File: config.mk
export PLATFORM = sky130hd
export DESIGN_NAME = mapping_inverse_bisection
export DESIGN_NICKNAME = d
export VERILOG_FILES = /design/src/rtl/core/mib_pkg.sv /design/src/rtl/core/mib_mul_round.sv /design/src/rtl/core/mapping_inverse_bisection.sv
export VERILOG_INCLUDE_DIRS = /design/src /design/src/rtl/core
export SDC_FILE = /design/constraint.sdc
export NUM_CORES = 2
export LEC_CHECK = 0
export ABC_AREA = 1
export BUFFER_PORTS_ARGS = -buffer_cell sky130_fd_sc_hd__clkbuf_2
export CAP_MARGIN = 10
export CELL_PAD_IN_SITES_DETAIL_PLACEMENT = 1
export CELL_PAD_IN_SITES_GLOBAL_PLACEMENT = 1
export CORE_MARGIN = 2
export CORE_UTILIZATION = 50
export DETAILED_ROUTE_END_ITERATION = 12
export PLACE_DENSITY = 0.89
export SLEW_MARGIN = 0
export SYNTH_ARGS = -nofsm -noshare
export SYNTH_HDL_FRONTEND = slang
export SYNTH_SLANG_ARGS = --single-unit
File: constraint.sdc
create_clock -name clk_i -period 11.2 [get_ports clk_i]
set_clock_uncertainty 0.1 [all_clocks]
set_input_delay 2.24 -clock clk_i [delete_from_list [all_inputs] [get_ports clk_i]]
set_output_delay 2.24 -clock clk_i [all_outputs]
set_load 0.05 [all_outputs]
File: src/rtl/core/mapping_inverse_bisection_defines.svh
// assertion macros for the mapping inverse bisection block
// sampled on clk_i, disabled while rst_ni is low; no other dependencies
`ifndef MAPPING_INVERSE_BISECTION_DEFINES_SVH
`define MAPPING_INVERSE_BISECTION_DEFINES_SVH

// plain property check
`define MIB_ASSERT(name, prop, msg) \
  name: assert property (@(posedge clk_i) disable iff (!rst_ni) prop) else $error(msg);

// same-cycle implication check
`define MIB_ASSERT_IMPL(name, ante, cons, msg) \
  name: assert property (@(posedge clk_i) disable iff (!rst_ni) (ante) |-> (cons)) \
    else $error(msg);

`endif

File: src/rtl/core/mib_pkg.sv
// shared widths, constants and types of the mapping inverse bisection block
// used by mib_mul_round and mapping_inverse_bisection; no dependencies
`default_nettype none

package mib_pkg;

  localparam int DATA_W     = 32;
  localparam int PROD_W     = 2 * DATA_W;
  localparam int FRAC_BITS  = 24;
  localparam int XI_W       = FRAC_BITS + 2;
  localparam int POLY_W     = FRAC_BITS + 4;
  localparam int RND_W      = PROD_W - FRAC_BITS;
  localparam int Y_W        = RND_W + 1;
  localparam int ACC_W      = RND_W + 2;
  localparam int RES_W      = Y_W + 1;
  localparam int ZONE_W     = 4;
  localparam int ZC_W       = 5;
  localparam int LIMIT_W    = 7;
  localparam int CFG_IDX_W  = 1;
  localparam int CFG_DATA_W = 7;

  localparam logic [ZC_W-1:0]    MAX_ZONES      = ZC_W'(16);
  localparam logic [ZC_W-1:0]    ZONE_COUNT_RST = ZC_W'(2);
  localparam logic [LIMIT_W-1:0] ITER_LIMIT_RST = LIMIT_W'(100);

  localparam logic [CFG_IDX_W-1:0] REG_ZONE_COUNT = CFG_IDX_W'(0);
  localparam logic [CFG_IDX_W-1:0] REG_ITER_LIMIT = CFG_IDX_W'(1);

  localparam logic signed [DATA_W-1:0] ONE_Q   = DATA_W'(1) <<< FRAC_BITS;
  localparam logic signed [DATA_W-1:0] TWO_Q   = DATA_W'(2) <<< FRAC_BITS;
  localparam logic signed [DATA_W-1:0] THREE_Q = DATA_W'(3) <<< FRAC_BITS;
  localparam logic signed [DATA_W-1:0] FIVE_Q  = DATA_W'(5) <<< FRAC_BITS;

  localparam logic signed [XI_W-1:0] XI_ONE     = XI_W'(1) <<< FRAC_BITS;
  localparam logic signed [XI_W-1:0] XI_NEG_ONE = -XI_ONE;

  typedef enum logic [1:0] {
    RND_SHIFT_24,
    RND_SHIFT_25,
    RND_SHIFT_26
  } rnd_shift_e;

  typedef enum logic [1:0] {
    KIND_KERNEL,
    KIND_SHELL,
    KIND_OUTER
  } zone_kind_e;

  typedef struct packed {
    logic [DATA_W-1:0] op_a;
    logic [DATA_W-1:0] op_b;
    rnd_shift_e        shift;
  } mul_req_t;

endpackage

`default_nettype wire

File: src/rtl/core/mib_mul_round.sv
// shared signed multiplier with registered product and rounding right shift
// depends on mib_pkg for widths, shift codes and the request struct
`default_nettype none

module mib_mul_round (
  input  wire logic                            clk_i,
  input  wire logic                            load_i,
  input  wire mib_pkg::mul_req_t               req_i,
  output logic signed [mib_pkg::RND_W-1:0]     rnd_o
);

  localparam int EXT_W = mib_pkg::PROD_W + 1;
  localparam logic signed [EXT_W-1:0] HALF_24 = EXT_W'(1) <<< (mib_pkg::FRAC_BITS - 1);
  localparam logic signed [EXT_W-1:0] HALF_25 = EXT_W'(1) <<< mib_pkg::FRAC_BITS;
  localparam logic signed [EXT_W-1:0] HALF_26 = EXT_W'(1) <<< (mib_pkg::FRAC_BITS + 1);

  logic signed [mib_pkg::PROD_W-1:0] prod_q;
  logic signed [mib_pkg::PROD_W-1:0] prod_d;
  mib_pkg::rnd_shift_e               shift_q;
  logic signed [EXT_W-1:0]           ext;
  logic signed [EXT_W-1:0]           shifted;

  assign prod_d = mib_pkg::PROD_W'($signed(req_i.op_a)) *
                  mib_pkg::PROD_W'($signed(req_i.op_b));

  always_ff @(posedge clk_i) begin
    if (load_i) begin
      prod_q  <= prod_d;
      shift_q <= req_i.shift;
    end
  end

  // round to nearest, ties toward plus infinity
  always_comb begin
    ext = $signed({prod_q[mib_pkg::PROD_W-1], prod_q});
    case (shift_q)
      mib_pkg::RND_SHIFT_24: shifted = (ext + HALF_24) >>> mib_pkg::FRAC_BITS;
      mib_pkg::RND_SHIFT_25: shifted = (ext + HALF_25) >>> (mib_pkg::FRAC_BITS + 1);
      mib_pkg::RND_SHIFT_26: shifted = (ext + HALF_26) >>> (mib_pkg::FRAC_BITS + 2);
      default:               shifted = (ext + HALF_24) >>> mib_pkg::FRAC_BITS;
    endcase
  end

  assign rnd_o = shifted[mib_pkg::RND_W-1:0];

endmodule

`default_nettype wire

File: src/rtl/core/mapping_inverse_bisection.sv
// Bisection inverse of a zone's radial mapping polynomial in signed Q8.24. One input
// transaction gives zone, alpha, beta, f, g and the target; one output transaction returns
// the last bracket midpoint and a flag set when the iteration limit ran out first. Work runs
// on one shared 32x32 multiplier under a small sequencer: every multiply is issued, then
// rounded and written back, and each polynomial evaluation ends with a residual step; an
// evaluation uses eight multiplies in the kernel, five in a shell and four in the outer zone.
// A search evaluates the start point and then n bisection steps (24 in the kernel and 25
// elsewhere when converging, at most iteration_limit), each evaluating the new midpoint.
// Input ready is high only while idle; a finished result waits in the output register.
// Configuration writes are always taken and must only happen while the block is idle.
// Depends on mib_pkg, mib_mul_round and mapping_inverse_bisection_defines.svh.
`default_nettype none

`include "mapping_inverse_bisection_defines.svh"

module mapping_inverse_bisection (
  input  wire logic                                 clk_i,
  input  wire logic                                 rst_ni,
  input  wire logic                                 cfg_valid_i,
  output logic                                      cfg_ready_o,
  input  wire logic [mib_pkg::CFG_IDX_W-1:0]        cfg_index_i,
  input  wire logic [mib_pkg::CFG_DATA_W-1:0]       cfg_data_i,
  input  wire logic                                 in_valid_i,
  output logic                                      in_ready_o,
  input  wire logic [mib_pkg::ZONE_W-1:0]           zone_i,
  input  wire logic signed [mib_pkg::DATA_W-1:0]    scale_alpha_i,
  input  wire logic signed [mib_pkg::DATA_W-1:0]    offset_beta_i,
  input  wire logic signed [mib_pkg::DATA_W-1:0]    inner_shape_i,
  input  wire logic signed [mib_pkg::DATA_W-1:0]    outer_shape_i,
  input  wire logic signed [mib_pkg::DATA_W-1:0]    target_radius_i,
  output logic                                      out_valid_o,
  input  wire logic                                 out_ready_i,
  output logic signed [mib_pkg::XI_W-1:0]           xi_root_o,
  output logic                                      limit_hit_o
);

  localparam int DW = mib_pkg::DATA_W;
  localparam int XW = mib_pkg::XI_W;
  localparam int PW = mib_pkg::POLY_W;

  localparam logic [2:0] ST_IDLE  = 3'd0;
  localparam logic [2:0] ST_ISSUE = 3'd1;
  localparam logic [2:0] ST_WB    = 3'd2;
  localparam logic [2:0] ST_RESID = 3'd3;
  localparam logic [2:0] ST_OUT   = 3'd4;

  localparam logic [2:0] OP_X2  = 3'd0;
  localparam logic [2:0] OP_X3  = 3'd1;
  localparam logic [2:0] OP_X4  = 3'd2;
  localparam logic [2:0] OP_CFK = 3'd3;
  localparam logic [2:0] OP_CGK = 3'd4;
  localparam logic [2:0] OP_TF  = 3'd5;
  localparam logic [2:0] OP_TG  = 3'd6;
  localparam logic [2:0] OP_Y   = 3'd7;

  localparam logic signed [XW:0] WIDTH_ONE = (XW + 1)'(1);

  function automatic logic [2:0] next_op(input logic [2:0] op,
                                         input mib_pkg::zone_kind_e kind);
    logic [2:0] nxt;
    case (op)
      OP_X2:   nxt = OP_X3;
      OP_X3:   nxt = (kind == mib_pkg::KIND_KERNEL) ? OP_X4 : OP_TF;
      OP_X4:   nxt = OP_CFK;
      OP_CFK:  nxt = OP_CGK;
      OP_CGK:  nxt = OP_TF;
      OP_TF:   nxt = (kind == mib_pkg::KIND_OUTER) ? OP_Y : OP_TG;
      OP_TG:   nxt = OP_Y;
      default: nxt = OP_X2;
    endcase
    return nxt;
  endfunction

  // control state
  logic [2:0]                   state_q, state_d;
  logic [2:0]                   op_q, op_d;
  logic [mib_pkg::LIMIT_W-1:0]  iter_q, iter_d;
  logic                         first_q, first_d;
  logic                         done_q, done_d;
  mib_pkg::zone_kind_e          kind_q, kind_d;
  logic                         out_valid_q, out_valid_d;
  logic [mib_pkg::ZC_W-1:0]     zone_count_q;
  logic [mib_pkg::LIMIT_W-1:0]  iter_limit_q;

  // datapath
  logic signed [XW-1:0]              low_q, low_d, high_q, high_d, x_q, x_d;
  logic                              ylow_neg_q, ylow_neg_d, ylow_zero_q, ylow_zero_d;
  logic signed [PW-1:0]              x2_q, x2_d, x3_q, x3_d, x4_q, x4_d;
  logic signed [PW-1:0]              cf_q, cf_d, cg_q, cg_d;
  logic signed [mib_pkg::ACC_W-1:0]  acc_q, acc_d;
  logic signed [mib_pkg::Y_W-1:0]    y_q, y_d;
  logic signed [DW-1:0]              al_q, al_d, be_q, be_d, f_q, f_d, g_q, g_d, r_q, r_d;
  logic signed [XW-1:0]              xi_root_q, xi_root_d;
  logic                              limit_hit_q, limit_hit_d;

  logic                              mul_load;
  mib_pkg::mul_req_t                 mul_req;
  logic signed [mib_pkg::RND_W-1:0]  rnd;

  logic signed [DW-1:0]              x_ext, x2_ext, x3_ext, x4_ext, cf_ext, cg_ext;
  logic signed [DW-1:0]              cf_shell, cg_shell, cfk_b, cgk_b, acc_sat;
  logic signed [mib_pkg::ACC_W-1:0]  rnd_acc, acc_base;
  logic signed [mib_pkg::RES_W-1:0]  res;
  logic                              res_neg, res_zero, brk;
  logic signed [XW-1:0]              new_low, new_high, next_mid;
  logic signed [XW:0]                mid_sum, width;
  logic [mib_pkg::ZC_W-1:0]          zc_clamp;
  mib_pkg::zone_kind_e               in_kind;

  assign cfg_ready_o = 1'b1;
  assign in_ready_o  = (state_q == ST_IDLE);
  assign out_valid_o = out_valid_q;
  assign xi_root_o   = xi_root_q;
  assign limit_hit_o = limit_hit_q;

  // zone classification
  always_comb begin
    zc_clamp = (zone_count_q > mib_pkg::MAX_ZONES) ? mib_pkg::MAX_ZONES : zone_count_q;
    if (zone_i == '0) begin
      in_kind = mib_pkg::KIND_KERNEL;
    end else if ((mib_pkg::ZC_W'(zone_i) + mib_pkg::ZC_W'(1)) < zc_clamp) begin
      in_kind = mib_pkg::KIND_SHELL;
    end else begin
      in_kind = mib_pkg::KIND_OUTER;
    end
  end

  // operand selection for the shared multiplier
  assign x_ext  = {{(DW-XW){x_q[XW-1]}}, x_q};
  assign x2_ext = {{(DW-PW){x2_q[PW-1]}}, x2_q};
  assign x3_ext = {{(DW-PW){x3_q[PW-1]}}, x3_q};
  assign x4_ext = {{(DW-PW){x4_q[PW-1]}}, x4_q};
  assign cf_ext = {{(DW-PW){cf_q[PW-1]}}, cf_q};
  assign cg_ext = {{(DW-PW){cg_q[PW-1]}}, cg_q};

  assign cf_shell = x3_ext - x_ext - (x_ext <<< 1) + mib_pkg::TWO_Q;
  assign cg_shell = mib_pkg::TWO_Q - x3_ext + x_ext + (x_ext <<< 1);
  assign cfk_b    = mib_pkg::THREE_Q - (x2_ext <<< 1);
  assign cgk_b    = mib_pkg::FIVE_Q - x2_ext - (x2_ext <<< 1);

  always_comb begin
    if ((&acc_q[mib_pkg::ACC_W-1:DW-1]) || !(|acc_q[mib_pkg::ACC_W-1:DW-1])) begin
      acc_sat = acc_q[DW-1:0];
    end else if (acc_q[mib_pkg::ACC_W-1]) begin
      acc_sat = {1'b1, {(DW-1){1'b0}}};
    end else begin
      acc_sat = {1'b0, {(DW-1){1'b1}}};
    end
  end

  always_comb begin
    mul_req.op_a  = x_ext;
    mul_req.op_b  = x_ext;
    mul_req.shift = mib_pkg::RND_SHIFT_24;
    case (op_q)
      OP_X2: begin
        mul_req.op_a = x_ext;
        mul_req.op_b = x_ext;
      end
      OP_X3: begin
        mul_req.op_a = x2_ext;
        mul_req.op_b = x_ext;
      end
      OP_X4: begin
        mul_req.op_a = x2_ext;
        mul_req.op_b = x2_ext;
      end
      OP_CFK: begin
        mul_req.op_a = x4_ext;
        mul_req.op_b = cfk_b;
      end
      OP_CGK: begin
        mul_req.op_a = x3_ext;
        mul_req.op_b = cgk_b;
      end
      OP_TF: begin
        mul_req.op_b = f_q;
        if (kind_q == mib_pkg::KIND_KERNEL) begin
          mul_req.op_a = cf_ext;
        end else begin
          mul_req.op_a  = cf_shell;
          mul_req.shift = mib_pkg::RND_SHIFT_26;
        end
      end
      OP_TG: begin
        mul_req.op_b = g_q;
        if (kind_q == mib_pkg::KIND_KERNEL) begin
          mul_req.op_a  = cg_ext;
          mul_req.shift = mib_pkg::RND_SHIFT_25;
        end else begin
          mul_req.op_a  = cg_shell;
          mul_req.shift = mib_pkg::RND_SHIFT_26;
        end
      end
      OP_Y: begin
        mul_req.op_a = al_q;
        mul_req.op_b = acc_sat;
      end
      default: begin
        mul_req.op_a = x_ext;
      end
    endcase
  end

  mib_mul_round u_mul (
    .clk_i  (clk_i),
    .load_i (mul_load),
    .req_i  (mul_req),
    .rnd_o  (rnd)
  );

  // write-back and bracket update helpers
  assign rnd_acc  = {{(mib_pkg::ACC_W-mib_pkg::RND_W){rnd[mib_pkg::RND_W-1]}}, rnd};
  assign acc_base = (kind_q == mib_pkg::KIND_OUTER)
                  ? mib_pkg::ACC_W'(x_ext) - mib_pkg::ACC_W'(mib_pkg::ONE_Q)
                  : mib_pkg::ACC_W'(x_ext);

  assign res      = {y_q[mib_pkg::Y_W-1], y_q} - mib_pkg::RES_W'(r_q);
  assign res_neg  = res[mib_pkg::RES_W-1];
  assign res_zero = (res == '0);
  assign brk      = ylow_zero_q || res_zero || (ylow_neg_q != res_neg);

  always_comb begin
    if (first_q) begin
      new_low  = low_q;
      new_high = high_q;
    end else if (brk) begin
      new_low  = low_q;
      new_high = x_q;
    end else begin
      new_low  = x_q;
      new_high = high_q;
    end
  end

  assign mid_sum  = {new_low[XW-1], new_low} + {new_high[XW-1], new_high};
  assign next_mid = mid_sum[XW:1];
  assign width    = {new_high[XW-1], new_high} - {new_low[XW-1], new_low};

  // sequencer
  always_comb begin
    state_d     = state_q;
    op_d        = op_q;
    iter_d      = iter_q;
    first_d     = first_q;
    done_d      = done_q;
    kind_d      = kind_q;
    out_valid_d = out_valid_q;
    low_d       = low_q;
    high_d      = high_q;
    x_d         = x_q;
    ylow_neg_d  = ylow_neg_q;
    ylow_zero_d = ylow_zero_q;
    x2_d        = x2_q;
    x3_d        = x3_q;
    x4_d        = x4_q;
    cf_d        = cf_q;
    cg_d        = cg_q;
    acc_d       = acc_q;
    y_d         = y_q;
    al_d        = al_q;
    be_d        = be_q;
    f_d         = f_q;
    g_d         = g_q;
    r_d         = r_q;
    xi_root_d   = xi_root_q;
    limit_hit_d = limit_hit_q;
    mul_load    = 1'b0;

    if (out_valid_q && out_ready_i) begin
      out_valid_d = 1'b0;
    end

    case (state_q)
      ST_IDLE: begin
        if (in_valid_i) begin
          al_d    = scale_alpha_i;
          be_d    = offset_beta_i;
          f_d     = inner_shape_i;
          g_d     = outer_shape_i;
          r_d     = target_radius_i;
          kind_d  = in_kind;
          low_d   = (in_kind == mib_pkg::KIND_KERNEL) ? '0 : mib_pkg::XI_NEG_ONE;
          high_d  = mib_pkg::XI_ONE;
          x_d     = (in_kind == mib_pkg::KIND_KERNEL) ? '0 : mib_pkg::XI_NEG_ONE;
          first_d = 1'b1;
          iter_d  = '0;
          op_d    = OP_X2;
          done_d  = 1'b0;
          if (iter_limit_q == '0) begin
            x_d     = '0;
            state_d = ST_OUT;
          end else begin
            state_d = ST_ISSUE;
          end
        end
      end
      ST_ISSUE: begin
        mul_load = 1'b1;
        state_d  = ST_WB;
      end
      ST_WB: begin
        case (op_q)
          OP_X2:   x2_d  = rnd[PW-1:0];
          OP_X3:   x3_d  = rnd[PW-1:0];
          OP_X4:   x4_d  = rnd[PW-1:0];
          OP_CFK:  cf_d  = rnd[PW-1:0];
          OP_CGK:  cg_d  = rnd[PW-1:0];
          OP_TF:   acc_d = acc_base + rnd_acc;
          OP_TG:   acc_d = acc_q + rnd_acc;
          default: begin
            y_d = mib_pkg::Y_W'(rnd) +
                  ((kind_q == mib_pkg::KIND_SHELL) ? mib_pkg::Y_W'(be_q) : '0);
          end
        endcase
        op_d    = next_op(op_q, kind_q);
        state_d = (op_q == OP_Y) ? ST_RESID : ST_ISSUE;
      end
      ST_RESID: begin
        op_d = OP_X2;
        if (first_q) begin
          ylow_neg_d  = res_neg;
          ylow_zero_d = res_zero;
          first_d     = 1'b0;
          iter_d      = mib_pkg::LIMIT_W'(1);
          x_d         = next_mid;
          state_d     = ST_ISSUE;
        end else begin
          low_d  = new_low;
          high_d = new_high;
          if (!brk) begin
            ylow_neg_d  = res_neg;
            ylow_zero_d = res_zero;
          end
          if (width <= WIDTH_ONE) begin
            done_d  = 1'b1;
            state_d = ST_OUT;
          end else if (iter_q == iter_limit_q) begin
            state_d = ST_OUT;
          end else begin
            iter_d  = iter_q + mib_pkg::LIMIT_W'(1);
            x_d     = next_mid;
            state_d = ST_ISSUE;
          end
        end
      end
      ST_OUT: begin
        if (!out_valid_q || out_ready_i) begin
          out_valid_d = 1'b1;
          xi_root_d   = x_q;
          limit_hit_d = ~done_q;
          state_d     = ST_IDLE;
        end
      end
      default: state_d = ST_IDLE;
    endcase
  end

  always_ff @(posedge clk_i or negedge rst_ni) begin
    if (!rst_ni) begin
      state_q      <= ST_IDLE;
      op_q         <= OP_X2;
      iter_q       <= '0;
      first_q      <= 1'b0;
      done_q       <= 1'b0;
      kind_q       <= mib_pkg::KIND_KERNEL;
      out_valid_q  <= 1'b0;
      zone_count_q <= mib_pkg::ZONE_COUNT_RST;
      iter_limit_q <= mib_pkg::ITER_LIMIT_RST;
    end else begin
      state_q     <= state_d;
      op_q        <= op_d;
      iter_q      <= iter_d;
      first_q     <= first_d;
      done_q      <= done_d;
      kind_q      <= kind_d;
      out_valid_q <= out_valid_d;
      if (cfg_valid_i && cfg_ready_o) begin
        case (cfg_index_i)
          mib_pkg::REG_ZONE_COUNT: zone_count_q <= cfg_data_i[mib_pkg::ZC_W-1:0];
          mib_pkg::REG_ITER_LIMIT: iter_limit_q <= cfg_data_i[mib_pkg::LIMIT_W-1:0];
          default:                 iter_limit_q <= iter_limit_q;
        endcase
      end
    end
  end

  always_ff @(posedge clk_i) begin
    low_q       <= low_d;
    high_q      <= high_d;
    x_q         <= x_d;
    ylow_neg_q  <= ylow_neg_d;
    ylow_zero_q <= ylow_zero_d;
    x2_q        <= x2_d;
    x3_q        <= x3_d;
    x4_q        <= x4_d;
    cf_q        <= cf_d;
    cg_q        <= cg_d;
    acc_q       <= acc_d;
    y_q         <= y_d;
    al_q        <= al_d;
    be_q        <= be_d;
    f_q         <= f_d;
    g_q         <= g_d;
    r_q         <= r_d;
    xi_root_q   <= xi_root_d;
    limit_hit_q <= limit_hit_d;
  end

  `MIB_ASSERT_IMPL(a_bracket_order, state_q != ST_IDLE, low_q < high_q, "bracket collapsed")
  `MIB_ASSERT_IMPL(a_mid_in_bracket, state_q == ST_ISSUE, (x_q >= low_q) && (x_q <= high_q), "midpoint outside bracket")
  `MIB_ASSERT_IMPL(a_iter_bound, state_q != ST_IDLE, iter_q <= iter_limit_q, "step count beyond limit")
  `MIB_ASSERT(a_out_from_seq, $rose(out_valid_q) |-> ($past(state_q) == ST_OUT), "result without finished search")

endmodule

`default_nettype wire
; ---- After elaboration in Yosys (flattened, before gate mapping)
; Index checks and enable logic that the tools add are counted.
[word_totals]
register_bits = 586
word_cells = 184
input_bits = 177
out_inout_bits = 30
[classes]
n_eq_ne = 24
n_addsub = 21
n_lt_le_gt_ge = 3
mul = 1
bitwise = 3
n_reduce_logical = 38
mux = 64
[op_table]
columns = operator, count
row1 = $pmux W64 S8, 1
row2 = $mux W26, 14
row3 = $pmux W26 S2, 3
row4 = $mux W32, 4
row5 = $add A42 B40 Y42, 2
row6 = $pmux W42 S2, 1
row7 = $pmux W40 S2, 1
row8 = $add A64 B26 Y65 const B, 1
row9 = $add A64 B27 Y65 const B, 1
row10 = $add A64 B25 Y64 const B, 1
row11 = $mul A32 B32 Y64, 1
row12 = $logic_not A42 Y1, 1
row13 = $mux W42, 1
row14 = $sub A41 B32 Y42, 1
row15 = $add A41 B41 Y41, 1
row16 = $mux W41, 1
row17 = $add A30 B27 Y31, 1
row18 = $add A30 B27 Y31 const B, 1
row19 = $add A29 B26 Y30, 1
row20 = $reduce_and A2 Y1, 15
row21 = $sub A27 B29 Y30 const A, 1
row22 = $sub A29 B27 Y30, 1
row23 = $sub A29 B29 Y30, 1
row24 = $sub A27 B28 Y29 const A, 1
row25 = other kinds (45), 97

; ---- Logic depth before layout (Yosys ltp)
[depth]
depth_word = 11
ltp_mapped = 49
depth_no_buf = 48

; ---- By module
; From an unflattened synthesis, not the netlist that was laid out.
[unflattened]
hier_cells = 10630
area_unflattened_um2 = 82221.4
[by_module_without_submodules]
columns = mod, seq_area_each_um2, cells_per_inst, area_each_um2, instances
row1 = mib_mul_round, 1291.2, 5691, 42704.7, 1
row2 = mapping_inverse_bisection, 15469.8, 4939, 39516.6, 1

; ---- Worst setup path before layout
; OpenSTA, ideal clock, no wires.
[synth_timing]
path_kind = reg-to-reg
from = register x_q[1]
to = register u_mul.prod_q[60] (netlist bit) (data pin)
n_path_buf = 0
path_stages_with_launch = 40
required_ns = 10.848
setup_time_ns = 0.252
arrival_time_ns = 9.937
setup_slack_ns = 0.910
path_cell_list = edfxtp_1 fa_1 ha_1 ha_1 inv_1 fa_1 inv_1 a21oi_1 o21ai_1 nand2_1 nand2_1 nand4_1 nand2_1 a21oi_1 o21ai_1 nand2_1 nand4_1 nand2_1 [4 not listed] fa_1 fa_1 inv_1 fa_1 inv_1 fa_1 fa_1 fa_1 fa_1 ha_1 a21oi_1 o21ai_0 a21oi_1 inv_1 a2111oi_0 nand2_1 nand2_1 nand2_1
[synth_via]
elab_chain_len = 6
elab_cells_between_ends = 9
cone_classes = add/sub (5) / mul (1) / mux (3)
[synth_lines]
columns = item, line
row1 = from (decl), mapping_inverse_bisection.sv:86  ; logic signed [XW-1:0] low_q, low_d, high_q, high_d, x_q, x_d;
row2 = from (signal assigned), mapping_inverse_bisection.sv:391  ; x_q <= x_d;
row3 = $sub A28 B26 Y29, mapping_inverse_bisection.sv:136  ; assign cf_shell = x3_ext - x_ext - (x_ext <<< 1) + mib_pkg::TWO_Q;
row4 = $sub A29 B27 Y30, mapping_inverse_bisection.sv:136
row5 = $add A30 B27 Y31, mapping_inverse_bisection.sv:136
row6 = $mux W32, mapping_inverse_bisection.sv:178  ; if (kind_q == mib_pkg::KIND_KERNEL) begin
row7 = $pmux W64 S8 (*), mapping_inverse_bisection.sv:155  ; case (op_q)
row8 = $mul A32 B32 Y64 (*), mib_mul_round.sv:23  ; assign prod_d = mib_pkg::PROD_W'($signed(req_i.op_a)) *
row9 = "net u_mul.prod_d, one bit", mib_mul_round.sv:18  ; logic signed [mib_pkg::PROD_W-1:0] prod_d;
row10 = to (signal assigned), mib_mul_round.sv:28  ; prod_q <= prod_d;
row11 = to (decl), mib_mul_round.sv:17  ; logic signed [mib_pkg::PROD_W-1:0] prod_q;
; Mark *: on every way through the listed nets, which the timed path passes. The rest lies on a longest branch.
; A chain may end at the register's enable or synchronous reset.

; ---- Worst setup path after layout
[layout_timing]
from = register x2_q[2]
to = register u_mul.prod_q[56] (netlist bit) (data pin)
[layout_via]
elab_chain_len = 4
elab_cells_between_ends = 5
cone_classes = add/sub (3) / mul (1) / mux (1)
[layout_lines]
columns = item, line
row1 = from (decl), mapping_inverse_bisection.sv:88  ; logic signed [PW-1:0] x2_q, x2_d, x3_q, x3_d, x4_q, x4_d;
row2 = from (signal assigned), mapping_inverse_bisection.sv:394  ; x2_q <= x2_d;
row3 = $sub A28 B28 Y29, mapping_inverse_bisection.sv:139  ; assign cgk_b = mib_pkg::FIVE_Q - x2_ext - (x2_ext <<< 1);
row4 = $sub A29 B29 Y30, mapping_inverse_bisection.sv:139
row5 = $pmux W64 S8 (*), mapping_inverse_bisection.sv:155
row6 = $mul A32 B32 Y64 (*), mib_mul_round.sv:23
row7 = "net u_mul.prod_d, one bit", mib_mul_round.sv:18
; Marks and branches as above.

==> load_flow_metrics.sql <==
INSERT INTO impl_metrics (metric_group, metric, value, unit) VALUES
('critical_path', 'timing.critical_path.slowest_stage_cell', 'sky130_fd_sc_hd__fa_1', ''),
('floorplan', 'chipWidth', '405.4', 'um'),
('routing', 'detail-route-antenna-nets', '0', ''),
('critical_path', 'worst-endpoint-required', '11520', 'ps'),
('timing', 'max_clock_freq', '79.94', 'MHz'),
('routing', 'detail_route.first_pass.iterations', '11', ''),
('routing', 'iter_0_drt_violations', '10120', ''),
('timing', 'grt_setup_unrepaired', 'yes', ''),
('clocking', 'cts_hold_repair.buffers', '0', ''),
('floorplan', 'die-area', '0.1644', 'sq mm'),
('global_route', 'global_route_total_overflow', '0', ''),
('routing', 'route.detailed.vias_per_inst', '6.288', ''),
('clocking', 'clock-sinks', '563', ''),
('timing', 'setup_ws', '-1309', 'ps'),
('finish', 'fraction_of_final_layout_cells_with_drive_strength_greater_than_1', '0.1295', ''),
('clocking', 'clock_insertion_delay_at_the_later_pin_of_the_skew_report', '710', 'ps'),
('synthesis', 'ys_dominant_reg_cell', 'sky130_fd_sc_hd__edfxtp_1', ''),
('finish', 'final_design_area_no_fill', '0.09240', 'sq mm'),
('global_route', 'number_of_antenna_violations_at_the_first_check_in_global_routing', '35', ''),
('synthesis', 'edff_count_synth', '533', ''),
('placement', 'routabilityCongestion', '1.069', ''),
('finish', 'nets', '12580', ''),
('synthesis', 'postSynthRegisterBits', '563', ''),
('placement', 'dp_hpwl', '326500', 'um'),
('timing', 'final_hold_violation_count', '0', ''),
('critical_path', 'max_fanout_on_critical_path', '17', ''),
('clocking', 'cts_tree', 'built', ''),
('clocking', 'buffers_from_clock_root_to_sink_at_most', '3', ''),
('routing', 'wl_met3', '56060', 'um'),
('floorplan', 'die_height', '405.4', 'um'),
('routing', 'wl', '415600', 'um'),
('synthesis', 'syn_area_per_cell', '8.008', 'sq um'),
('routing', 'detailed_route_wirelength_on_metal2', '172500', 'um'),
('outcome', 'run_status', 'finished, violations left', ''),
('critical_path', 'arr_time_crit_path', '12830', 'ps'),
('global_route', 'maximum_number_of_pins_on_one_net_before_global_route_repair', '80', ''),
('job', 'number_of_violations_of_the_max_capacitance_limit', '1', ''),
('global_route', 'grt_util_all_layers', '0.4825', ''),
('global_route', 'global_route_wire_length_before_repair', '570300', 'um'),
('critical_path', 'crit_path_max_incr_delay', '1040', 'ps'),
('synthesis', 'netlist-cell-type-count', '78', ''),
('critical_path', 'critPathBufInv', '10', ''),
('global_route', 'grt_pass1_vias', '85620', ''),
('min_path', 'hp-class', 'reg -> reg', ''),
('critical_path', 'critical_path_class', 'reg -> reg', ''),
('floorplan', 'top_level_ports', '207', ''),
('placement', 'placement.setup.worst_slack', '-756.4', 'ps'),
('floorplan', 'floorplan.core_area', '0.1602', 'sq mm'),
('routing', 'topRoutingLayerUsed', 'met5', ''),
('synthesis', 'synth_sequential_area_ratio', '0.2080', ''),
('synthesis', 'netlist_instances', '10060', ''),
('routing', 'met1_length', '146800', 'um'),
('timing', 'layout_min_cycle_time', '12510', 'ps'),
('timing', 'slew_violations', '2', ''),
('timing', 'timing.final.setup_violations', '26', ''),
('finish', 'area_growth', '14.68', '%'),
('clocking', 'ctsHtreeMaxLevel', '3', ''),
('timing', 'slew-limit-headroom', '-0.1513', ''),
('critical_path', 'critical_path.top_delay_family', 'adder cells', ''),
('routing', 'route.vias.total', '81700', ''),
('critical_path', 'worst_setup_path_end_kind', 'register', ''),
('timing', 'worst_hold_slack', '404.9', 'ps'),
('floorplan', 'placementRows', '147', ''),
('clocking', 'clock_root_buffer', 'sky130_fd_sc_hd__clkbuf_16', ''),
('synthesis', 'post_synth_instance_area', '0.08057', 'sq mm'),
('outcome', 'failed_checks', 'max-capacitance violations, max-slew violations, negative setup slack', ''),
('floorplan', 'initial_core_util', '0.5029', ''),
('placement', 'placed_area', '0.08874', 'sq mm'),
('routing', 'drc', '0', ''),
('timing', 'setup_tns', '-26140', 'ps'),
('timing', 'min_period_over_period', '1.117', ''),
('synthesis', 'postSynth.asyncResetShare', '0.05329', ''),
('placement', 'port_buffers', '205', ''),
('routing', 'wire_per_inst', '31.99', 'um'),
('clocking', 'numCtsBuffers', '67', ''),
('clocking', 'clk_pin_slew', '60', 'ps'),
('synthesis', 'yosysWarningCount', '0', ''),
('critical_path', 'crit_path_start_kind', 'register', ''),
('synthesis', 'net_count_after_synthesis', '11880', ''),
('timing', 'worst-slew-pin-transition', '1721', 'ps');
==> placed cells by master, fill, tap and decap left out, types with 21 or more instances in the layout <==
master / n
sky130_fd_sc_hd__inv_1: 2130
sky130_fd_sc_hd__nand2_1: 1901
sky130_fd_sc_hd__nor2_1: 1091
sky130_fd_sc_hd__fa_1: 1091
sky130_fd_sc_hd__buf_4: 648
sky130_fd_sc_hd__edfxtp_1: 533
sky130_fd_sc_hd__ha_1: 512
sky130_fd_sc_hd__a21oi_1: 509
sky130_fd_sc_hd__o21ai_0: 390
sky130_fd_sc_hd__nand3_1: 356
sky130_fd_sc_hd__clkbuf_2: 205
sky130_fd_sc_hd__xor2_1: 157
sky130_fd_sc_hd__nand4_1: 115
sky130_fd_sc_hd__nor3_1: 75
sky130_fd_sc_hd__clkbuf_16: 69
sky130_fd_sc_hd__nor2_2: 60
sky130_fd_sc_hd__xnor2_1: 56
sky130_fd_sc_hd__nand2_2: 53
sky130_fd_sc_hd__buf_12: 53
sky130_fd_sc_hd__a21oi_2: 45
sky130_fd_sc_hd__a31oi_1: 45
sky130_fd_sc_hd__o21a_1: 44
sky130_fd_sc_hd__o21ai_1: 43
sky130_fd_sc_hd__inv_2: 40
sky130_fd_sc_hd__o211ai_1: 35
sky130_fd_sc_hd__nor4_1: 35
sky130_fd_sc_hd__o21bai_1: 33
sky130_fd_sc_hd__a221oi_1: 32
sky130_fd_sc_hd__o2111ai_1: 26
sky130_fd_sc_hd__dfrtp_1: 26
sky130_fd_sc_hd__diode_2: 25
sky130_fd_sc_hd__clkinv_1: 24
sky130_fd_sc_hd__fa_2: 24
sky130_fd_sc_hd__a21o_1: 21
==> Yosys cell counts (85+ instances only) <==
library cell | n | share of area
sky130_fd_sc_hd__nor2_1 | 1144 | 0.053
sky130_fd_sc_hd__fa_1 | 1115 | 0.28
sky130_fd_sc_hd__a21oi_1 | 557 | 0.035
sky130_fd_sc_hd__xor2_1 | 157 | 0.017
sky130_fd_sc_hd__o21ai_0 | 420 | 0.026
sky130_fd_sc_hd__edfxtp_1 | 533 | 0.20
sky130_fd_sc_hd__nand4_1 | 115 | 0.0089
sky130_fd_sc_hd__nand3_1 | 367 | 0.023
sky130_fd_sc_hd__nand2_1 | 1931 | 0.090
sky130_fd_sc_hd__inv_1 | 2152 | 0.10
sky130_fd_sc_hd__ha_1 | 529 | 0.082
sky130_fd_sc_hd__nor3_1 | 85 | 0.0053
sky130_fd_sc_hd__clkbuf_1 | 192 | 0.0089
==> cell families after synthesis <==
family / Yosys count / share of synthesized area
and+or+nand+nor: 3795 / 0.1944
other: 1 / 0.00004655
DFF: 563 / 0.2080
xor gates and xnor gates: 213 / 0.02316
muxes: 4 / 0.0004970
AOI/OAI and AO/OA: 1357 / 0.09678
buffers and inverters: 2484 / 0.1179
adders and majority gates: 1644 / 0.3592
==> worst paths after layout <==
path	cells after the start	startpoint	end	slack, ps
max	40	x2_q[2]$_DFFE_PP_	u_mul.prod_q[56]$_DFFE_PP_	-1310
min	2	iter_limit_q[0]$_DFFE_PN0P_	iter_limit_q[0]$_DFFE_PN0P_	400
min reg2reg	2	iter_limit_q[0]$_DFFE_PN0P_	iter_limit_q[0]$_DFFE_PN0P_	400
min in group asynchronous	1	rst_ni	out_valid_o$_DFF_PN0_	1580
max reg2reg	40	x2_q[2]$_DFFE_PP_	u_mul.prod_q[56]$_DFFE_PP_	-1310
max in group asynchronous	1	rst_ni	iter_q[3]$_DFFE_PN0P_	8800
==> per-stage QoR <==
stage	cells	util
2_1_floorplan	10060	-
3_3_place_gp	12800	0.5540
3_5_place_dp	12800	0.5540
4_1_cts	12930	0.5685
5_1_grt	12970	0.5764
6_report	12990	0.5768
==> worst reg2reg max path, delay by kind of cell, from the launching register on <==
kind,cells,cell delay [ps]
AND/OR/NAND/NOR,10,1900
AO/OA/AOI/OAI,8,1840
XOR/XNOR,1,180
adder cells (fa/ha/maj),11,6170
buffers and inverters,10,1590
flip-flops,1,460
==> state kept, by name (all words and copies together) (netlist names), 32 cells and up <==
signal / flops
u_mul.prod_q: 41
be_q: 32
al_q: 32
g_q: 32
y_q: 41
f_q: 32
acc_q: 42
r_q: 32
==> per-layer routing <==
metal,track usage,vias to the layer above
met1,0.5888,40290
li1,-,32900
met3,0.1668,2384
met2,0.7148,6069
met5,0,-
met4,0.3386,54
==> area by class of cell <==
| type | instances | area [sq um] |
|---|---|---|
| tap | 2160 | 2703 |
| fill | 19370 | 67800 |
| inverter | 2194 | 8284 |
| sequential | 563 | 16760 |
| clock buffer | 74 | 1755 |
| clock inverter | 47 | 425.4 |
| timing repair buffer | 915 | 7072 |
| multi-input combinational | 7014 | 55330 |
| antenna | 25 | 62.56 |
==> what timing repair did <==
item,4_1_cts,5_1_grt
setup endpoints to repair,28,36
setup buffers,4,38
pin swaps,1,41
resized for setup,37,262
endpoints found under the hold margin,0,0
Power is left out: the tool's default activity adds up to more than one toggle a clock period on the data nets, which glitch-free logic cannot reach.
